`config.mk`:
```
export PLATFORM = sky130hd
export DESIGN_NAME = lcg_password_hash_core_flat
export DESIGN_NICKNAME = d
export VERILOG_FILES = /design/src/sv/lph_pkg.sv /design/src/sv/lph_if.sv /design/src/sv/lph_mac.sv /design/src/sv/lcg_password_hash_core.sv /design/src/flat_wrapper.sv
export SDC_FILE = /design/constraint.sdc
export NUM_CORES = 1
export LEC_CHECK = 0
export BUFFER_PORTS_ARGS = -buffer_cell sky130_fd_sc_hd__buf_2
export CAP_MARGIN = 20
export CORE_ASPECT_RATIO = 1.75
export CORE_MARGIN = 2
export CORE_UTILIZATION = 50
export DETAILED_ROUTE_END_ITERATION = 10
export PLACE_DENSITY_LB_ADDON = 0.1
export SLEW_MARGIN = 10
export SYNTH_ARGS = -nofsm -noshare
export SYNTH_HDL_FRONTEND = slang
export SYNTH_SLANG_ARGS = --single-unit
```
`constraint.sdc`:
```
create_clock -name clk -period 4.6 [get_ports clk]
set_input_delay 0 -clock clk [delete_from_list [all_inputs] [get_ports clk]]
set_output_delay 0 -clock clk [all_outputs]
set_load 0.01 [all_outputs]
```
`src/sv/lph_pkg.sv`:
```
// Shared types and constants for the LCG password hash block.
// No dependencies; compiled first.
`default_nettype none

package lph_pkg;

    // Seed value after reset and after every finalization
    localparam logic [31:0] SEED_INIT = 32'hDEADBEEF;
    // Byte fold multiplier: seed*131 + byte
    localparam logic [31:0] FOLD_MUL  = 32'd131;
    // Generator: x = 1103515245*x + 12345
    localparam logic [31:0] GEN_MUL   = 32'd1103515245;
    localparam logic [31:0] GEN_ADD   = 32'd12345;

    // Generator steps thrown away before the first digest byte
    localparam int WARMUP_STEPS = 32;
    localparam int WARM_W       = $clog2(WARMUP_STEPS);
    // Generator steps skipped after each digest byte
    localparam int SKIP_STEPS   = 3;
    localparam int PHASE_W      = 2;

    // Operation selected in the shared multiply-add unit
    typedef enum logic {
        MODE_FOLD,
        MODE_GEN
    } mac_mode_t;

endpackage : lph_pkg

`default_nettype wire

```
`src/sv/lph_if.sv`:
```
// Valid/ready channel interfaces for message bytes and digest bytes.
// No dependencies.
`default_nettype none

interface lph_msg_if;
    logic       valid;
    logic       ready;
    logic [7:0] data_byte;
    logic       byte_valid;
    logic       end_of_message;

    modport source (output valid, output data_byte, output byte_valid,
                    output end_of_message, input ready);
    modport sink   (input valid, input data_byte, input byte_valid,
                    input end_of_message, output ready);
endinterface : lph_msg_if

interface lph_digest_if;
    logic       valid;
    logic       ready;
    logic [7:0] hash_byte;
    logic       last_hash_byte;

    modport source (output valid, output hash_byte, output last_hash_byte,
                    input ready);
    modport sink   (input valid, input hash_byte, input last_hash_byte,
                    output ready);
endinterface : lph_digest_if

`default_nettype wire

```
`src/sv/lph_mac.sv`:
```
// Shared 32-bit multiply-add unit: byte fold or one generator step.
// Depends on lph_pkg.
`default_nettype none

module lph_mac (
    input  wire lph_pkg::mac_mode_t mode,
    input  wire logic [31:0]        x,
    input  wire logic [7:0]         data_byte,
    output logic [31:0]             result
);
    import lph_pkg::*;

    logic [31:0] mul_op;
    logic [31:0] add_op;
    logic [31:0] product;

    // Operand select per mode
    always_comb
    begin
        unique case (mode)
            MODE_FOLD:
            begin
                mul_op = FOLD_MUL;
                add_op = {24'd0, data_byte};
            end
            MODE_GEN:
            begin
                mul_op = GEN_MUL;
                add_op = GEN_ADD;
            end
            default:
            begin
                mul_op = GEN_MUL;
                add_op = GEN_ADD;
            end
        endcase
    end

    // Low 32 bits of product plus addend (mod 2^32)
    assign product = x * mul_op;
    assign result  = product + add_op;

endmodule : lph_mac

`default_nettype wire

```
`src/sv/lcg_password_hash_core.sv`:
```
// LCG password hash: absorbs bytes into a seed, then emits a digest.
// A final item holds ready low through WARMUP_STEPS warm-up steps and then the digest:
// each byte is an emit step followed, but for the last byte, by SKIP_STEPS skip steps
// (one generator step per cycle through the shared multiply-add unit, while the emit
// step waits for a free output slot). Throughput: 1 byte/cycle while absorbing.
// Reset: seed = 0xDEADBEEF, idle. Depends on lph_pkg, lph_if, lph_mac.
`default_nettype none

module lcg_password_hash_core #(
    parameter int DIGEST_BYTES = 32
) (
    input  wire logic     clk,
    input  wire logic     rst_n,
    lph_msg_if.sink       msg,
    lph_digest_if.source  digest
);
    import lph_pkg::*;

    localparam int IDX_W = (DIGEST_BYTES > 1) ? $clog2(DIGEST_BYTES) : 1;
    localparam logic [IDX_W-1:0] LAST_IDX = IDX_W'(DIGEST_BYTES - 1);

    localparam logic [1:0] S_IDLE  = 2'd0;
    localparam logic [1:0] S_WARM  = 2'd1;
    localparam logic [1:0] S_BYTES = 2'd2;

    logic [1:0]         state_reg,  state_next;
    logic [31:0]        x_reg,      x_next;
    logic [WARM_W-1:0]  warm_reg,   warm_next;
    logic [PHASE_W-1:0] phase_reg,  phase_next;
    logic [IDX_W-1:0]   idx_reg,    idx_next;
    logic [7:0]         acc_reg,    acc_next;
    logic               oval_reg,   oval_next;
    logic [7:0]         ohash_reg,  ohash_next;
    logic               olast_reg,  olast_next;

    mac_mode_t   mode;
    logic [31:0] mac_out;
    logic        msg_xfer;
    logic        slot_free;
    logic [7:0]  gen_b;

    lph_mac u_mac (
        .mode      (mode),
        .x         (x_reg),
        .data_byte (msg.data_byte),
        .result    (mac_out)
    );

    assign mode      = (state_reg == S_IDLE) ? MODE_FOLD : MODE_GEN;
    assign msg.ready = (state_reg == S_IDLE);
    assign msg_xfer  = msg.valid && msg.ready;
    assign slot_free = !oval_reg || digest.ready;
    assign gen_b     = mac_out[7:0];

    assign digest.valid          = oval_reg;
    assign digest.hash_byte      = ohash_reg;
    assign digest.last_hash_byte = olast_reg;

    // Sequencer: absorb, warm up, then emit with skips
    always_comb
    begin
        state_next = state_reg;
        x_next     = x_reg;
        warm_next  = warm_reg;
        phase_next = phase_reg;
        idx_next   = idx_reg;
        acc_next   = acc_reg;
        oval_next  = oval_reg && !digest.ready;
        ohash_next = ohash_reg;
        olast_next = olast_reg;

        unique case (state_reg)
            S_IDLE:
            begin
                if (msg_xfer)
                begin
                    if (msg.byte_valid)
                    begin
                        x_next = mac_out;
                    end
                    if (msg.end_of_message)
                    begin
                        state_next = S_WARM;
                        warm_next  = '0;
                        acc_next   = '0;
                    end
                end
            end
            S_WARM:
            begin
                x_next    = mac_out;
                warm_next = warm_reg + 1'b1;
                if (warm_reg == WARM_W'(WARMUP_STEPS - 1))
                begin
                    state_next = S_BYTES;
                    phase_next = '0;
                    idx_next   = '0;
                end
            end
            S_BYTES:
            begin
                if (phase_reg == '0)
                begin
                    // Emit step: hash byte is the accumulator before this b
                    if (slot_free)
                    begin
                        oval_next  = 1'b1;
                        ohash_next = acc_reg;
                        olast_next = (idx_reg == LAST_IDX);
                        acc_next   = acc_reg ^ gen_b;
                        if (idx_reg == LAST_IDX)
                        begin
                            state_next = S_IDLE;
                            x_next     = SEED_INIT;
                        end
                        else
                        begin
                            x_next     = mac_out;
                            phase_next = phase_reg + 1'b1;
                        end
                    end
                end
                else
                begin
                    // Skip steps
                    x_next = mac_out;
                    if (phase_reg == PHASE_W'(SKIP_STEPS))
                    begin
                        phase_next = '0;
                        idx_next   = idx_reg + 1'b1;
                    end
                    else
                    begin
                        phase_next = phase_reg + 1'b1;
                    end
                end
            end
            default:
            begin
                state_next = S_IDLE;
                x_next     = SEED_INIT;
            end
        endcase
    end

    // Control and seed registers
    always_ff @(posedge clk or negedge rst_n)
    begin
        if (!rst_n)
        begin
            state_reg <= S_IDLE;
            x_reg     <= SEED_INIT;
            warm_reg  <= '0;
            phase_reg <= '0;
            idx_reg   <= '0;
            oval_reg  <= 1'b0;
        end
        else
        begin
            state_reg <= state_next;
            x_reg     <= x_next;
            warm_reg  <= warm_next;
            phase_reg <= phase_next;
            idx_reg   <= idx_next;
            oval_reg  <= oval_next;
        end
    end

    // Payload registers
    always_ff @(posedge clk)
    begin
        acc_reg   <= acc_next;
        ohash_reg <= ohash_next;
        olast_reg <= olast_next;
    end

endmodule : lcg_password_hash_core

`default_nettype wire

```
`src/flat_wrapper.sv`:
```
// flat-port wrapper written by rule: the top's interface ports become plain ports
module lcg_password_hash_core_flat import lph_pkg::*;
#(
    parameter int DIGEST_BYTES = 32
)
  (clk, rst_n, msg_valid, msg_data_byte, msg_byte_valid, msg_end_of_message, msg_ready, digest_valid, digest_hash_byte, digest_last_hash_byte, digest_ready);
  lph_msg_if msg_i ();
  lph_digest_if digest_i ();
  input  wire logic clk;
  input  wire logic rst_n;
  input wire logic [$bits(msg_i.valid)-1:0] msg_valid;
  input wire logic [$bits(msg_i.data_byte)-1:0] msg_data_byte;
  input wire logic [$bits(msg_i.byte_valid)-1:0] msg_byte_valid;
  input wire logic [$bits(msg_i.end_of_message)-1:0] msg_end_of_message;
  output wire logic [$bits(msg_i.ready)-1:0] msg_ready;
  output wire logic [$bits(digest_i.valid)-1:0] digest_valid;
  output wire logic [$bits(digest_i.hash_byte)-1:0] digest_hash_byte;
  output wire logic [$bits(digest_i.last_hash_byte)-1:0] digest_last_hash_byte;
  input wire logic [$bits(digest_i.ready)-1:0] digest_ready;
  assign msg_i.valid = msg_valid;
  assign msg_i.data_byte = msg_data_byte;
  assign msg_i.byte_valid = msg_byte_valid;
  assign msg_i.end_of_message = msg_end_of_message;
  assign msg_ready = msg_i.ready;
  assign digest_valid = digest_i.valid;
  assign digest_hash_byte = digest_i.hash_byte;
  assign digest_last_hash_byte = digest_i.last_hash_byte;
  assign digest_i.ready = digest_ready;
  lcg_password_hash_core #(.DIGEST_BYTES(DIGEST_BYTES)) u_core (.clk(clk), .rst_n(rst_n), .msg(msg_i), .digest(digest_i));
endmodule
```
# Word level (Yosys, flattened, before mapping)
# Cells that the tools add are included.
[word_totals]
out_inout_bits = 11
ff_bits = 64
[op_classes]
mux = 37
bitwise = 1
n_reduce_logical = 17
n_addsub = 4
mul = 1
eq_ne = 16
[ops]
columns = ["op", "n"]
rows = [
  ["32-bit two-way mux", 5],
  ["32-bit case mux with 2 select lines", 2],
  ["32-bit case mux with 3 select lines", 1],
  ["32-bit adder", 1],
  ["32-bit by 32-bit multiplier with 32-bit output", 1],
  ["8-bit two-way mux", 4],
  ["5-bit two-way mux", 5],
  ["2-bit two-way mux", 11],
  ["5-bit case mux with 2 select lines", 2],
  ["8-bit case mux with 2 select lines", 1],
  ["5-bit by 1-bit adder with 5-bit output, second input constant", 2],
  ["5-bit equality test, second input constant", 2],
  ["2-bit by 1-bit != test with 1-bit output, second input constant", 5],
  ["3-bit AND reduction", 3],
  ["2-bit != test, second input constant", 4],
  ["4-bit AND reduction", 2],
  ["8-bit bitwise XOR", 1],
  ["2-bit case mux with 3 select lines", 1],
  ["6-bit AND reduction", 1],
  ["2-bit nonzero test", 3],
  ["5-bit AND reduction", 1],
  ["2-bit equality test, second input constant", 2],
  ["2-bit logical NOT", 2],
  ["1-bit two-way mux", 4],
  ["other kinds (8)", 10],
]

# Logic depth before layout (Yosys ltp)
# Gate-level depths: netlist of the first run.
[depth]
word_depth = 9
ltp_mapped = 18
ltp_nobuf = 18

# By module
# A second synthesis of the first run with hierarchy kept.
[unflattened]
cells_unflattened = 1465
area_unflattened_um2 = 13942.1
[by_module_without_submodules]
columns = ["mod", "area_per_inst_um2", "cells_each", "instances"]
rows = [
  ["lph_mac", 11033.1, 1203, 1],
  ["lcg_password_hash_core", 2909.0, 262, 1],
]

# Least setup slack after synthesis of the first run
# Ideal clock, no wire load.
[synth_timing]
kind = "register to register"
startpoint = "reg u_core.state_reg[0]"
endpoint = "reg u_core.acc_reg[7], data pin"
stages_incl_launch_ff = 18
period_less_slack_ns = 4.809
setup_ns = 0.138
n_path_buf = 1
setup_slack_ns = -0.209
t_arrival_ns = 4.671
cell_sequence = "dfrtp_1 > inv_1 > ha_1 > clkbuf_1 > and2_1 > fa_1 > inv_1 > fa_1 > fa_1 > inv_1 > ha_1 > ha_1 > ha_1 > xor2_1 > xnor3_1 > xnor3_1 > or4_1 > nand4_1"
[synth_via]
elab_chain_len = 9
[synth_rtl]
columns = ["element", "line", "text"]
rows = [
  ["start, declared", "lcg_password_hash_core.sv:26", "logic [1:0] state_reg, state_next;"],
  ["start signal, assigned", "lcg_password_hash_core.sv:160", "state_reg <= state_next;"],
  ["2-bit logical NOT", "lcg_password_hash_core.sv:49, lcg_password_hash_core.sv:72", ""],
  ["1-bit two-way mux", "lcg_password_hash_core.sv:49", "assign mode = (state_reg == S_IDLE) ? MODE_FOLD : MODE_GEN;"],
  ["32-bit case mux with 2 select lines", "lph_mac.sv:20", "unique case (mode)"],
  ["32-bit by 32-bit multiplier with 32-bit output", "lph_mac.sv:40", "assign product = x * mul_op;"],
  ["32-bit adder", "lph_mac.sv:41", "assign result = product + add_op;"],
  ["8-bit bitwise XOR", "lcg_password_hash_core.sv:110", "acc_next = acc_reg ^ gen_b;"],
  ["8-bit two-way mux", "lcg_password_hash_core.sv:105", "if (slot_free)"],
  ["8-bit two-way mux", "lcg_password_hash_core.sv:102", "if (phase_reg == '0)"],
  ["8-bit case mux with 2 select lines *", "lcg_password_hash_core.sv:72", "unique case (state_reg)"],
  ["end signal, assigned", "lcg_password_hash_core.sv:172", "acc_reg <= acc_next;"],
  ["end, declared", "lcg_password_hash_core.sv:31", "logic [7:0] acc_reg, acc_next;"],
]
# Every way passes the cells marked *; elsewhere a longest branch is shown, timed or not. The select of a mux whose other input is x is not followed.
# A chain may end at the register's enable or synchronous reset.

# Worst setup path after layout of the first run
# Same ends and word-level chain as after synthesis.

==> results.toml, run 1 <==
[floorplanning]
initial_core_util = 0.5206
core_um2 = 5585
die_area_um2 = 6465
die_h_um = 104.9
die_x_um = 61.65
rows = 36
io_pins = 25

[sta]
worst_slew_pin_slew_ps = 761.4
clock.fmax_ghz = 0.2236
timing.final.crit_share = 0.9721
setup_viol = 0
relSlewSlack = 0.4924
hold_violations = 0
clock_skew_ps = 2.528
rsz0062_at_grt = "false"
fin_tns_setup_ps = 0
finalMaxSlewViolations = 0
fin_crit_ps = 4472

[grt]
grt_usage = 0.2094
grt_pass1_wl_um = 9887
grt_overflow = 0
antenna_found_initial = 0
grt_pass1_vias = 2094
grt_max_degree = 26

[final_layout]
drive_gt1_frac = 0.2226
stdcell_area_um2 = 3374
fillers = 519
diodes = 0
layout_commonest_cell = "nand2_1"
regArea_um2 = 1095
area_growth_pct = 16.05
nNetsFinal = 366
layout_common_cells = "nand2_1, inv_1, buf_2"
multi_input_area_um2 = 1769

[synth]
yosysTopAreaCell = "edfxtp_1"
ys_seq_area_frac = 0.3765
synthAdderAreaFrac = 0.2212
synth_edf_count = 17
netlist_top_cells_area = "edfxtp_1, dfrtp_1, ha_1, fa_1, dfstp_2"
synth_top_area_share = 0.1756
ys_ff_latch = 40
yosys-mux-area-fraction = 0.03959
synthXorXnorAreaFrac = 0.07573
syn_area_per_cell_um2 = 10.61
syn_area_um2 = 2908
synthArstFlopShare = 0.5750
synth_cell_types = 47
synth_top_family_by_area = "adder cells"
yosys_warnings = 0
synthCells = 274
synth-simple-area-share = 0.1394
dominantRegCellSynth = "edfxtp_1"
synth.net_count = 331
synth_compound_area_frac = 0.09940

[critical_path]
cpMaxStageDelayCell = "fa_1"
crit_family = "adder cells"
worst_setup_path_end_kind = "register"
crit_buf_inv = 3
crit_start = "u_core.state_reg[0]"
slowest_delay_ps = 550
worstPathArrival_ps = 4630
critPathRequiredTime_ps = 4760
r2r_start = "u_core.state_reg[0]"
path_max_fanout = 5
path_class = "reg -> reg"
crit_path_start_kind = "register"
worstPathCellList = "inv_2, ha_2, and2_1, fa_1, inv_1, fa_1, fa_1, inv_1, ha_1, ha_4, ha_4, ha_4, o21a_4, o21a_1, or4_1, nand4_1"

[placed_design]
portBuffers = 24
place.gp.congestion = 0.8068
placed_cell_area_um2 = 3176
hpwlAfterDp_um = 4759

[detailed_routing]
wl_um = 6022
num_vias = 2038
ant_nets = 0
first_iter_violations = 41
drtPass1Iterations = 4
drc = 0
wl_per_cell_um = 15.60
avgViaCountPerCell = 5.280

[cts]
cts_root_buf = "clkbuf_8"
cts.sinks = 40
cts_tree = "built"
clk_latency_ps = 290
path_clk_slew_ps = 80
htreeDepth = 2
clockBufferDepth = 2
numCtsBuffers = 5

[run]
maxCapViolCount = 0

[min_path]
hp-class = "in -> reg"
holdCritStartpoint = "digest_ready"

[outcome]
status = "complete, no violations"
[through the flow]
step | hold slack, ps | std cells | util | worst slack [ps]
after floorplan | -295.6 | 274 | - | 5.114
after global placement | 14.93 | 373 | 0.5685 | 115.7
after detailed placement | 14.33 | 373 | 0.5685 | 23.51
after CTS | 73.71 | 382 | 0.5860 | 3.062
after global routing | 108.1 | 386 | 0.6042 | 8.109
final | 77.97 | 386 | 0.6042 | 128.1
[final timing paths]
kind	to	slack (ps)	cells after the start
worst max-delay path	u_core.acc_reg[7]	130	16
worst min register to register	u_core.digest.hash_byte[0]	470	0
worst max register to register	u_core.acc_reg[7]	130	16
worst min-delay path	u_core.digest.valid	80	3
max in group asynchronous	u_core.x_reg[1]	4010	2
min in group asynchronous	u_core.warm_reg[3]	220	2
[worst reg2reg max path: stages (launching register included)]
cell and delay, ps:
dfrtp_1 370, inv_2 40, ha_2 200, and2_1 170, fa_1 500, inv_1 50
fa_1 470, fa_1 550, inv_1 50, ha_1 310, ha_4 260, ha_4 270
ha_4 200, o21a_4 120, o21a_1 200, or4_1 490, nand4_1 90
[layer usage]
layer / share of wire / GRT usage / vias up
met2: 0.58 / 0.3857 / 27
met1: 0.37 / 0.2229 / 1001
li1: - / - / 1001
met3: 0.025 / 0.03342 / 9
met5: 0 / 0 / -
met4: 0.023 / 0.07751 / 0
[final cells by class]
class	instances	share of cell area
inverters	28	0.03189
clock inverters	3	0.005562
flip-flops and latches	40	0.3244
multi-input cells	197	0.5243
well taps	76	0.02818
repair buffers	37	0.06526
clock buffers	5	0.02039
[cells in the mapped netlist, drive strengths merged, types with 2 or more instances]
library cell,count
mux2,4
nand2b,8
o211a,2
and2,12
dfstp,7
mux2i,7
fa,14
xnor3,2
nor2b,3
a21o,3
o21a,2
nand2,27
nor2,10
nand3,4
clkbuf,8
xor2,13
xnor2,7
nor3,4
a21oi,3
and3,2
inv,28
nand4,2
o21ai,16
dfrtp,16
a22o,3
ha,29
a32o,3
edfxtp,17
[cells by family after synthesis]
family,count (synthesis)
muxes,11
and+or+nand+nor,79
DFF,40
buffers and inverters,37
adders and majority gates,43
AOI/OAI and AO/OA,42
xor gates and xnor gates,22
[timing repair]
action | CTS | global route
gates resized for setup | 0 | 10
hold buffers | 1 | 0
endpoints found under the hold margin | 16 | 0
buffers inserted | 0 | 4
setup endpoints to repair | 0 | 2
Power of run 1 is left out: the tool's default activity adds up to more than one toggle a clock period on the data nets, which glitch-free logic cannot reach.
==> run 2, diff against run 1 <==
- MAX_ROUTING_LAYER: unset -> met4
==> run 2 against run 1 <==
Effect of this change: worst setup slack gained 5.5 ps; clock skew barely moved; register-to-register slack hardly changed; critical path depth unchanged.
==> results.toml, run 2 (synthesized netlist as in run 1, its figures left out) <==
[final_layout]
layout_common_cells = "nand2_1, inv_1, buf_2"
final_cells = 386
drive_gt1_frac = 0.2226
diodes = 0
layout_commonest_cell = "nand2_1"
nNetsFinal = 366
area_growth_pct = 16.05

[critical_path]
critPathRequiredTime_ps = 4760
worst_setup_path_end_kind = "register"
crit_buf_inv = 3
crit_path_start_kind = "register"
cpMaxStageDelayCell = "fa_1"
worstPathArrival_ps = 4630
crit_family = "adder cells"
path_class = "reg -> reg"
path_max_fanout = 5
worstPathCellList = "inv_2, ha_2, and2_1, fa_1, inv_1, fa_1, fa_1, inv_1, ha_1, ha_4, ha_4, ha_4, o21a_4, o21a_1, or4_1, nand4_1"
slowest_delay_ps = 550

[cts]
numCtsBuffers = 5
htreeDepth = 2
path_clk_slew_ps = 80
clk_latency_ps = 290
cts_root_buf = "clkbuf_8"
cts.sinks = 40
clockBufferDepth = 2
cts_tree = "built"

[placed_design]
hpwlAfterDp_um = 4759
placed_cells_incl_taps = 373
portBuffers = 24
place.gp.congestion = 0.8186
preCtsSetupSlack_ps = 23.51

[sta]
fin_crit_ps = 4466
fin_tns_setup_ps = 0
clock_skew_ps = 2.528
final.setup.worst_slack_ps = 133.6
relSlewSlack = 0.4839
whs_ps = 78.73
hold_violations = 0
clock.fmax_ghz = 0.2239
timing.final.crit_share = 0.9710
rsz0062_at_grt = "false"
worst_slew_pin_slew_ps = 774.2
finalMaxSlewViolations = 0
setup_viol = 0

[detailed_routing]
ant_nets = 0
wl_per_cell_um = 15.64
drtPass1Iterations = 4
avgViaCountPerCell = 5.249
num_vias = 2026
first_iter_violations = 44
drc = 0
wl_um = 6037

[grt]
grt_pass1_vias = 2093
grt_max_degree = 26
grt_pass1_wl_um = 9894
antenna_found_initial = 0
grt_overflow = 0
grt_usage = 0.2154

[floorplanning]
die_area_um2 = 6465
core_um2 = 5585
die_h_um = 104.9
io_pins = 25
initial_core_util = 0.5206
die_x_um = 61.65
rows = 36

[outcome]
status = "complete, no violations"

[run]
maxCapViolCount = 0

[min_path]
hp-class = "in -> reg"
==> run 2: worst paths after layout <==
path | from | end | slack, ps | depth (start not counted)
min in group asynchronous | rst_n | u_core.warm_reg[0] | 220 | 2
hold / removal | digest_ready | u_core.digest.valid | 80 | 3
setup / recovery | u_core.state_reg[0] | u_core.acc_reg[7] | 130 | 16
setup reg to reg | u_core.state_reg[0] | u_core.acc_reg[7] | 130 | 16
max in group asynchronous | rst_n | u_core.x_reg[1] | 4010 | 2
hold reg to reg | u_core.acc_reg[0] | u_core.digest.hash_byte[0] | 470 | 0
==> run 2: per-stage QoR <==
step / util / area [um^2]
floorplan: - / 2945
global placement: 0.5685 / 3176
global route: 0.6042 / 3374
CTS: 0.5860 / 3273
detailed placement: 0.5685 / 3176
finish: 0.6042 / 3374
==> run 2: area by class of cell <==
class,count,area [um^2]
clock buffer,5,68.82
inverter,28,107.6
tap,76,95.09
sequential,40,1095
multi-input combinational,197,1769
timing repair buffer,37,220.2
clock inverter,3,18.77
fill,519,2211
==> run 2: tightest hold or removal path: stages <==
cell,delay (ps)
buf_2,80
nor2b_1,90
nand2b_1,170
==> run 2: repair_timing <==
action,CTS,global route
buffers inserted,0,4
hold buffers,1,0
setup endpoints to repair,0,2
gates resized for setup,0,10
hold endpoints to repair,16,0
==> run 2: metal layers <==
metal | part of all wire | global-route usage | up-vias | wire, um
li1 | - | - | 1000 | -
met1 | 0.38 | 0.2253 | 997 | 2264
met2 | 0.58 | 0.3850 | 20 | 3516
met3 | 0.020 | 0.03342 | 9 | 118
met4 | 0.023 | 0.07751 | 0 | 138
met5 | 0 | - | - | 0
Power of run 2 is left out for the same reason.
==> run 3, diff against run 2 <==
- CTS_BUF_LIST: unset -> sky130_fd_sc_hd__clkbuf_8
- SYNTH_HIERARCHICAL: unset -> 1
==> run 3 against run 2 <==
Effect of this change: first-iteration DRC count increased by 2.3%; routed wire length decreased by 8.4%; via count decreased by 4.1%; hold slack got worse by 55 ps; cell count decreased by 0.26%; sequential cell count unchanged; sequential share of layout area increased by 0.061 points; clock skew increased by 7.1 ps; clock-buffer cell count unchanged; register-to-register slack improved by 100 ps; largest cell class unchanged; highest routed layer unchanged.
==> results.toml, run 3 <==
[critical_path]
slowest_delay_ps = 490
crit_path_start_kind = "register"
crit_family = "adder cells"
crit_buf_inv = 4
worst_setup_path_end_kind = "register"
cpMaxStageDelayCell = "fa_1"
path_max_fanout = 10
worstPathArrival_ps = 4400
path_class = "reg -> reg"
worstPathCellList = "nor2_4, inv_2, buf_4, or2_4, fa_1, fa_1, inv_1, fa_1, inv_1, ha_1, ha_4, ha_4, ha_4, ha_4, o21a_1, a21oi_2, xnor2_1, nor2_1"
path_common_cell = "ha_4"
critPathRequiredTime_ps = 4640

[sta]
fin_tns_setup_ps = 0
worst_slew_pin_slew_ps = 804.8
clock.fmax_ghz = 0.2293
rsz0062_at_grt = "false"
setup_viol = 0
final.setup.worst_slack_ps = 238.4
whs_ps = 24.05
hold_violations = 0
clock_skew_ps = 9.592
relSlewSlack = 0.4615
fin_crit_ps = 4362
finalMaxSlewViolations = 0
timing.final.crit_share = 0.9482

[floorplanning]
die_area_um2 = 6608
initial_core_util = 0.5101
die_x_um = 62.31
io_pins = 25
die_h_um = 106.0
rows = 37
core_um2 = 5833

[final_layout]
drive_gt1_frac = 0.2638
diodes = 0
fin_util = 0.5781
stdcell_area_um2 = 3372
final_cells = 385
layout_common_cells = "nor2_1, inv_1, buf_2, ha_1, edfxtp_1"
nNetsFinal = 370
fillers = 527
area_growth_pct = 13.33
layout_commonest_cell = "nor2_1"

[synth]
synth.net_count = 353
syn_area_um2 = 2975
yosys_warnings = 6
synthCells = 289
syn_area_per_cell_um2 = 10.30

[cts]
htreeDepth = 2
cts_tree = "built"
cts.sinks = 40
numCtsBuffers = 5
cts_root_buf = "clkbuf_8"
clk_latency_ps = 300
clockBufferDepth = 2
path_clk_slew_ps = 70
post-cts-setup-buffer-count = 0

[placed_design]
portBuffers = 24
placed_cell_area_um2 = 3272
placed_cells_incl_taps = 376
hpwlAfterDp_um = 4508
place.gp.congestion = 0.7924
preCtsSetupSlack_ps = 130.3

[detailed_routing]
wl_um = 5528
ant_nets = 0
avgViaCountPerCell = 5.044
first_iter_violations = 45
num_vias = 1942
drc = 0
wl_per_cell_um = 14.36
drtPass1Iterations = 4

[pwr]
swShare = 0.4565
clock_power_share = 0.028
internal_power_mw = 4.408
p_leak_nw = 1.517
p_per_area_nw_per_um2 = 2405
ir_worst_vdd_mv = 1.273
finalPower_mw = 8.110
power_frac_seq = 0.077
p_sw_mw = 3.702
comb_power_share = 0.895

[grt]
grt_pass1_vias = 2135
grt_pass1_wl_um = 9453
grt_usage = 0.1915
grt_max_degree = 24
antenna_found_initial = 0
grt_overflow = 0

[min_path]
hp-class = "in -> reg"

[run]
maxCapViolCount = 0

[outcome]
status = "complete, no violations"
run 3: tightest hold or removal path, stage by stage:
cell and delay, ps:
buf_2 90, nand2b_1 130, nand2_1 60
run 3: metal layers:
layer  vias to the layer above  global-route usage  wire length [um]
met2                        28              0.3696              3096
met3                        11             0.02328               119
met1                       935              0.1791              2099
li1                        968                   -                 -
met4                         0              0.1079               213
met5                         -                   -                 0
run 3: cell type report:
class / count / area, um^2 / share of cell area
Multi-Input combinational cell: 192 / 1779 / 0.5276
Sequential cell: 40 / 1096 / 0.3250
Timing Repair Buffer: 32 / 182.7 / 0.05417
Inverter: 35 / 131.4 / 0.03896
Tap cell: 78 / 97.59 / 0.02894
Clock buffer: 5 / 68.82 / 0.02041
Clock inverter: 3 / 16.27 / 0.004824
run 3: final timing paths:
path                                           from                          to  slack [ps]  cells past startpoint
max in group asynchronous                     rst_n         u_core/state_reg[0]        4000                      2
worst max-delay path            u_core/state_reg[0]           u_core/acc_reg[7]         240                     18
worst max register to register  u_core/state_reg[0]           u_core/acc_reg[7]         240                     18
worst min register to register    u_core/acc_reg[6]  u_core/digest.hash_byte[6]         470                      0
worst min-delay path                   digest_ready         u_core/digest.valid          20                      3
min in group asynchronous                     rst_n         u_core/phase_reg[1]         220                      2
run 3: repair_timing:
action                                 CTS  global route
gates resized for setup                  0             3
endpoints found under the hold margin   16             0
hold buffers                             1             0
setup endpoints to repair                0             4
run 3: power groups by stage:
stage               logic (mW)  registers [mW]  clock network, mW
detailed placement        7.34           0.634                  0
CTS                       7.39           0.627              0.234
floorplan                 5.79           0.625                  0
global route              8.06           0.642              0.245
finish                    7.26           0.626              0.225
global placement          7.18           0.631                  0
Note: power is estimated with default switching activity, not from simulation.
